[src/sv/drgc_pkg.sv]
// Shared types and constants for the grid raycaster column unit.
package drgc_pkg;

    localparam int NUM_W  = 33;
    localparam int DEN_W  = 44;
    localparam int DIST_W = 48;
    localparam int RAY_W  = 32;
    localparam int CAM_W  = 29;

    localparam logic OP_WRITE = 1'b0;
    localparam logic OP_CAST  = 1'b1;

    localparam logic [2:0] REG_POS_X   = 3'd0;
    localparam logic [2:0] REG_POS_Y   = 3'd1;
    localparam logic [2:0] REG_DIR_X   = 3'd2;
    localparam logic [2:0] REG_DIR_Y   = 3'd3;
    localparam logic [2:0] REG_PLANE_X = 3'd4;
    localparam logic [2:0] REG_PLANE_Y = 3'd5;

    localparam logic [20:0] POS_X_RST   = 21'd98304;
    localparam logic [20:0] POS_Y_RST   = 21'd98304;
    localparam logic [18:0] DIR_X_RST   = 19'h70000;
    localparam logic [18:0] DIR_Y_RST   = 19'd0;
    localparam logic [18:0] PLANE_X_RST = 19'd0;
    localparam logic [18:0] PLANE_Y_RST = 19'd43254;

    typedef struct packed {
        logic       operation;
        logic [9:0] column;
        logic [9:0] cell_index;
        logic [7:0] cell_value;
    } cmd_t;

    typedef struct packed {
        logic [9:0]  out_column;
        logic        side_hit;
        logic [4:0]  hit_cell_x;
        logic [4:0]  hit_cell_y;
        logic [31:0] wall_distance;
        logic [15:0] line_height;
        logic [8:0]  draw_start;
        logic [8:0]  draw_end;
        logic [2:0]  texture_index;
        logic [5:0]  texture_column;
        logic        no_hit;
    } result_t;

    typedef struct packed {
        logic             go;
        logic [NUM_W-1:0] numer;
        logic [DEN_W-1:0] denom;
    } div_req_t;

    typedef struct packed {
        logic             done;
        logic [NUM_W-1:0] quotient;
    } div_rsp_t;

endpackage

[src/sv/drgc_div.sv]
// Radix-2 restoring divider, one quotient bit per cycle.
module drgc_div (
    input  logic               clk,
    input  logic               rst_n,
    input  drgc_pkg::div_req_t req,
    output drgc_pkg::div_rsp_t rsp
);

    localparam int NW    = drgc_pkg::NUM_W;
    localparam int DW    = drgc_pkg::DEN_W;
    localparam int CNT_W = $clog2(NW);

    logic [DW-1:0]    rem_reg;
    logic [DW-1:0]    rem_next;
    logic [NW-1:0]    quo_reg;
    logic [DW-1:0]    den_reg;
    logic [CNT_W-1:0] cnt_reg;
    logic             run_reg;
    logic             done_reg;
    logic [DW:0]      trial;
    logic             qbit;

    always_comb
    begin
        trial    = {rem_reg, quo_reg[NW-1]};
        qbit     = trial >= {1'b0, den_reg};
        rem_next = qbit ? DW'(trial - {1'b0, den_reg}) : DW'(trial);
    end

    always_ff @(posedge clk or negedge rst_n)
    begin
        if (!rst_n)
        begin
            run_reg  <= 1'b0;
            done_reg <= 1'b0;
            cnt_reg  <= '0;
            rem_reg  <= '0;
            quo_reg  <= '0;
            den_reg  <= '0;
        end
        else
        begin
            done_reg <= 1'b0;
            if (req.go)
            begin
                run_reg <= 1'b1;
                cnt_reg <= CNT_W'(NW - 1);
                rem_reg <= '0;
                quo_reg <= req.numer;
                den_reg <= req.denom;
            end
            else if (run_reg)
            begin
                rem_reg <= rem_next;
                quo_reg <= {quo_reg[NW-2:0], qbit};
                if (cnt_reg == '0)
                begin
                    run_reg  <= 1'b0;
                    done_reg <= 1'b1;
                end
                else
                begin
                    cnt_reg <= cnt_reg - 1'b1;
                end
            end
        end
    end

    assign rsp.done     = done_reg;
    assign rsp.quotient = quo_reg;

endmodule

[config.mk]
export PLATFORM = sky130hd
export DESIGN_NAME = drgc_div
export DESIGN_NICKNAME = d
export VERILOG_FILES = /design/src/sv/drgc_pkg.sv /design/src/sv/drgc_div.sv
export SDC_FILE = /design/constraint.sdc
export NUM_CORES = 1
export LEC_CHECK = 0
export BUFFER_PORTS_ARGS = -buffer_cell sky130_fd_sc_hd__buf_2
export CAP_MARGIN = 10
export CORE_MARGIN = 2
export CORE_UTILIZATION = 45
export DETAILED_ROUTE_END_ITERATION = 8
export PLACE_DENSITY = 0.75
export RECOVER_POWER = 50
export SLEW_MARGIN = 20
export SYNTH_ARGS = -nofsm -noshare
export SYNTH_HDL_FRONTEND = slang
export SYNTH_SLANG_ARGS = --single-unit
[constraint.sdc]
create_clock -name clk -period 2.5 [get_ports clk]
set_input_delay 0.5 -clock clk [delete_from_list [all_inputs] [get_ports clk]]
set_output_delay 0.5 -clock clk [all_outputs]
set_load 0.05 [all_outputs]
# Word level (Yosys, flattened, before mapping)
# Index checks and enable logic that the tools add are counted.
# classes
n_bitwise,0
order_cmp,1
addsub,2
reduce_logical,3
multipliers,0
div_mod_pow,0
n_eq_ne,1
muxes,14
shifts,0
# op_table
operator,count
2-to-1 mux 44 bit,3
2-to-1 mux 33 bit,2
>= comparator 45 x 44 -> 1 bit,1
subtractor 44 bit,1
2-to-1 mux 6 bit,3
zero test 6 bit,1
2-to-1 mux 1 bit,6
"subtractor 6 x 1 -> 6 bit, second input constant",1
"inequality test 2 bit, second input constant",1
AND reduction 2 bit,1
nonzero test 2 bit,1
# word_totals
word_cells,27
rom_bits,0
register_bits,129
mem_count,0
in_bits,80
mem_bits_rw,0
latch_bits,0

# Depth between registers and ports, before layout
# depth
depth_word,4
ltp_mapped,13

# Worst setup path before layout
# Ideal clock, no wire load.
# synth_timing
path_type,register -> register
start,register quo_reg[32]
end,register rem_reg[40]
n_path_buf,0
setup_slack_ps,-504
t_arrival_ps,2910
setup_time_ps,94
period_less_slack_ps,3004
required_time_ps,2406
path_stages_with_launch,13
cell_sequence,dfrtp_1 -> inv_1 -> ha_1 -> fa_1 -> nand2b_1 -> a21o_1 -> a21oi_1 -> a311o_1 -> a31oi_1 -> o31ai_1 -> xnor2_1 -> mux2i_1 -> a211oi_1
# synth_via
elab_chain_cells,4
# synth_rtl
element,line_no,rtl
"start, declared",drgc_div.sv:15,logic [NW-1:0] quo_reg;
"start signal, assigned",drgc_div.sv:49,quo_reg <= req.numer;
"start signal, assigned",drgc_div.sv:55,"quo_reg <= {quo_reg[NW-2:0], qbit};"
subtractor 44 bit / >= comparator 45 x 44 -> 1 bit (equally long branches),"drgc_div.sv:27, drgc_div.sv:26",
2-to-1 mux 44 bit (*),drgc_div.sv:27,"rem_next = qbit ? DW'(trial - {1'b0, den_reg}) : DW'(trial);"
2-to-1 mux 44 bit (*),drgc_div.sv:52,else if (run_reg)
2-to-1 mux 44 bit (*),drgc_div.sv:44,if (req.go)
"end signal, assigned",drgc_div.sv:54,rem_reg <= rem_next;
"end, declared",drgc_div.sv:13,logic [DW-1:0] rem_reg;
# Mark *: on every way between the ends. The rest lies on a longest branch, timed or not. The select of a mux whose other input is x is not followed.
# A chain may end at the register's enable or synchronous reset.

# Worst setup path after layout
# layout_timing
start,register den_reg[9]
end,register rem_reg[25]
# layout_via
elab_chain_cells,4
# layout_rtl
element,line_no,rtl
"start, declared",drgc_div.sv:16,logic [DW-1:0] den_reg;
"start signal, assigned",drgc_div.sv:50,den_reg <= req.denom;
subtractor 44 bit / >= comparator 45 x 44 -> 1 bit (equally long branches),"drgc_div.sv:27, drgc_div.sv:26",
2-to-1 mux 44 bit (*),drgc_div.sv:27,
2-to-1 mux 44 bit (*),drgc_div.sv:52,
2-to-1 mux 44 bit (*),drgc_div.sv:44,
# Marks and branches as above.

==> results.ini <==
[timing]
tightest_slew_ns=1.898
maxSlewViolCount=38
tns_ns=-14.90
setup_violations=45
finClkSkew_ns=0.01078
fmax_ghz=0.3466
worst_hold_slack_ns=0.2620
layout_setup_ws_ns=-0.3854
post-route-period-util_pct=115.4
rsz0062_at_grt=true
finalCriticalPeriod_ns=2.885
finalHoldViolations=0
slew_headroom_pct=-26.50

[power]
pwr-share-seq_pct=22.8
p_per_area_mw_per_mm2=1001
pwr-share-clk_pct=21.6
p_sw_share_pct=41.04
ir_drop_uv=634.0
combPwrFrac_pct=55.6
total_power_mw=11.96
p_leak_nw=5.987
p_switching_mw=4.909
p_int_mw=7.052

[yosys]
synth_seq_cells=129
netlist_instances=977
syn_area_mm2=0.008416
syn_avg_cell_area_um2=8.614
synth_nets=1104
yosysSeqAreaShare_pct=38.36
async_reset_ff_share_pct=100.0
ys_types=61
synth_warnings=0
synth_flop_cell=dfrtp_1
synth_edf_count=0

[floorplan]
io_pins=114
dieHeight_um=140.8
rows=50
core_area_mm2=0.01852
die_w_um=140.8
initial_core_util_pct=45.45
dieArea_mm2=0.01981

[setup_path]
ff2ff_path_depth=12
cp.required_ns=2.83
path_class=flop to flop
end_kind=flop
worst_path_most_repeated_cell=buf_12
slowest_delay_ns=0.52
cp_max_fo=13
start_kind=flop
timing.rr.start=den_reg[9]
crit_arrival_ns=3.22
r2r-end=rem_reg[25]
ff2ff_setup_slack_ns=-0.39
path_cells=inv_1, ha_4, nand4_1, nor2_1, or4_1, o211a_4, o21ai_4, o41ai_4, buf_12, buf_12, mux2i_1, a211oi_1
crit_slowest_cell=or4_1

[detailed_routing]
drt-total-wl_mm=25.17
route.detailed.drc=0
antenna_left=0
wire_per_inst_um=16.68
first_pass_iters=7
vias=8376
viasPerCell=5.551
drtIter0Drc=576

[placement]
gp_congestion=0.9032
place_ws_ns=-0.4519
dp_hpwl_mm=16.49
io_buffers=113

[clocking]
cts_buffer_depth=2
clk_pin_slew_ns=0.07
htreeDepth=4
cts_sinks=129
cts_root_buf=clkbuf_16
numCtsBuffers=17
cts_tree=built
clk_latency_ns=0.44
hold_buffers=0

[grt]
grt_max_degree=65
grt_pass1_vias=8528
grt-ovfl-total=0
antenna_found_initial=0
grt.total_usage_pct=24.99
grt_first_pass_wirelength_mm=40.70

[min_path]
hold_end=quo_reg[12]
hold_depth=3
hp-class=primary input to flop
hp-start=req[56]

[cells_and_area]
ff_latch_area_mm2=0.003233
final_nets=1389
area_growth_pct=42.05
drive_gt1_share_pct=37.02
final_cell_mix=buf_4 (192), dfrtp_1 (127), nand2_1 (120)
final_common_cell=buf_4
multiInputGateArea_mm2=0.005319
diodes=0
postLayoutCoreUtil_pct=64.55
n_fill_cell=1453

[outcome]
violations=capacitance limit, slew limit, setup timing
status=finished, violations left

[job]
max_cap_viol_count=1

[critical path, delay by kind of cell (launching register included)]
| family | cells | cell delay [ns] |
|---|---|---|
| AOI/OAI and AO/OA | 4 | 0.85 |
| and+or+nand+nor | 3 | 0.75 |
| buffers and inverters | 3 | 0.46 |
| DFF | 1 | 0.36 |
| adders and majority gates | 1 | 0.24 |
| muxes | 1 | 0.12 |
[per-stage QoR]
| step | instance area, um2 | std cells |
|---|---|---|
| 6_report | 11950 | 1509 |
| 5_1_grt | 11950 | 1509 |
| 4_1_cts | 11570 | 1502 |
| 3_5_place_dp | 10610 | 1462 |
| 3_3_place_gp | 10610 | 1462 |
| 2_1_floorplan | 8498 | 977 |
[layer usage]
layer	global-route usage (%)	vias to the layer above	part of all wire [%]
met2	41.72	295	49
met3	4.552	59	5.5
met4	9.579	0	2.1
met1	32.42	4023	43
met5	0	-	0
li1	-	3999	-
[power by group through the flow]
stage                     clock network (mW)  registers (mW)  logic [mW]
final                                   2.59            2.73        6.65
after floorplan                            0            2.98        3.24
after global routing                    2.71            2.77        7.13
after CTS                               2.62            2.71        6.01
after detailed placement                   0            2.71        5.61
after global placement                     0            2.70        5.50
[kinds of logic (layout without fill, tap and decap cells)]
family	Yosys count	in the layout	share of synthesized area (%)
AOI/OAI and AO/OA	286	286	21.28
xor gates and xnor gates	44	44	4.579
muxes	63	63	7.538
and+or+nand+nor	283	284	15.12
adders and majority gates	47	47	7.077
buffers and inverters	125	422	6.051
DFF	129	129	38.36
[area by class of cell]
cell class                      count  share of cell area (%)
Clock buffer                       17                   3.559
Clock inverter                     15                   1.476
Inverter                           69                   2.167
Multi-Input combinational cell    724                   44.49
Sequential cell                   129                   27.05
Tap cell                          234                   2.449
Timing Repair Buffer              321                   18.81
[synth_stat cells, types with 4 or more instances]
master    number  share of area, %
and3_1         7              0.52
nor2b_1        6              0.45
and2_1         4              0.30
nor3_1        18               1.1
nand2b_1       4              0.30
o211ai_1       7              0.62
a31oi_1        7              0.52
a21oi_1       59               3.5
o21bai_1       7              0.62
xor2_1        16               1.7
nand3_1       10              0.59
o21a_1         8              0.71
nand2_1      126               5.6
o21ai_0      109               6.5
nor4_1         5              0.37
buf_2          5              0.30
nand3b_1       5              0.45
dfrtp_1      129                38
buf_1          6              0.27
a211oi_1      33               2.9
mux2i_1       60               7.1
nor2_1        72               3.2
xnor2_1       28               2.9
clkbuf_1      39               1.7
inv_1         69               3.1
nand4_1       13              0.97
o22ai_1        6              0.45
a221oi_1       5              0.52
ha_1          46               6.8
a21o_1        18               1.6
[how the worst max path moves through the flow]
stage,start,endpoint,slack [ns],cells past startpoint
after CTS,rem_reg[25],rem_reg[4],-0.39,11
after floorplan,quo_reg[32],rem_reg[40],-0.24,12
after global routing,rem_reg[36],rem_reg[42],-0.52,9
final,den_reg[9],rem_reg[25],-0.39,12
after global placement,rem_reg[25],rem_reg[2],-0.38,11
after detailed placement,rem_reg[9],rem_reg[21],-0.45,11
[what timing repair did]
item,in CTS,in global routing
endpoints found under the hold margin,0,0
gates cloned,2,2
pin swaps,37,29
setup buffers,7,5
gates resized for setup,40,70
setup endpoints to repair,45,45
Power figures use the tool's default switching activity.
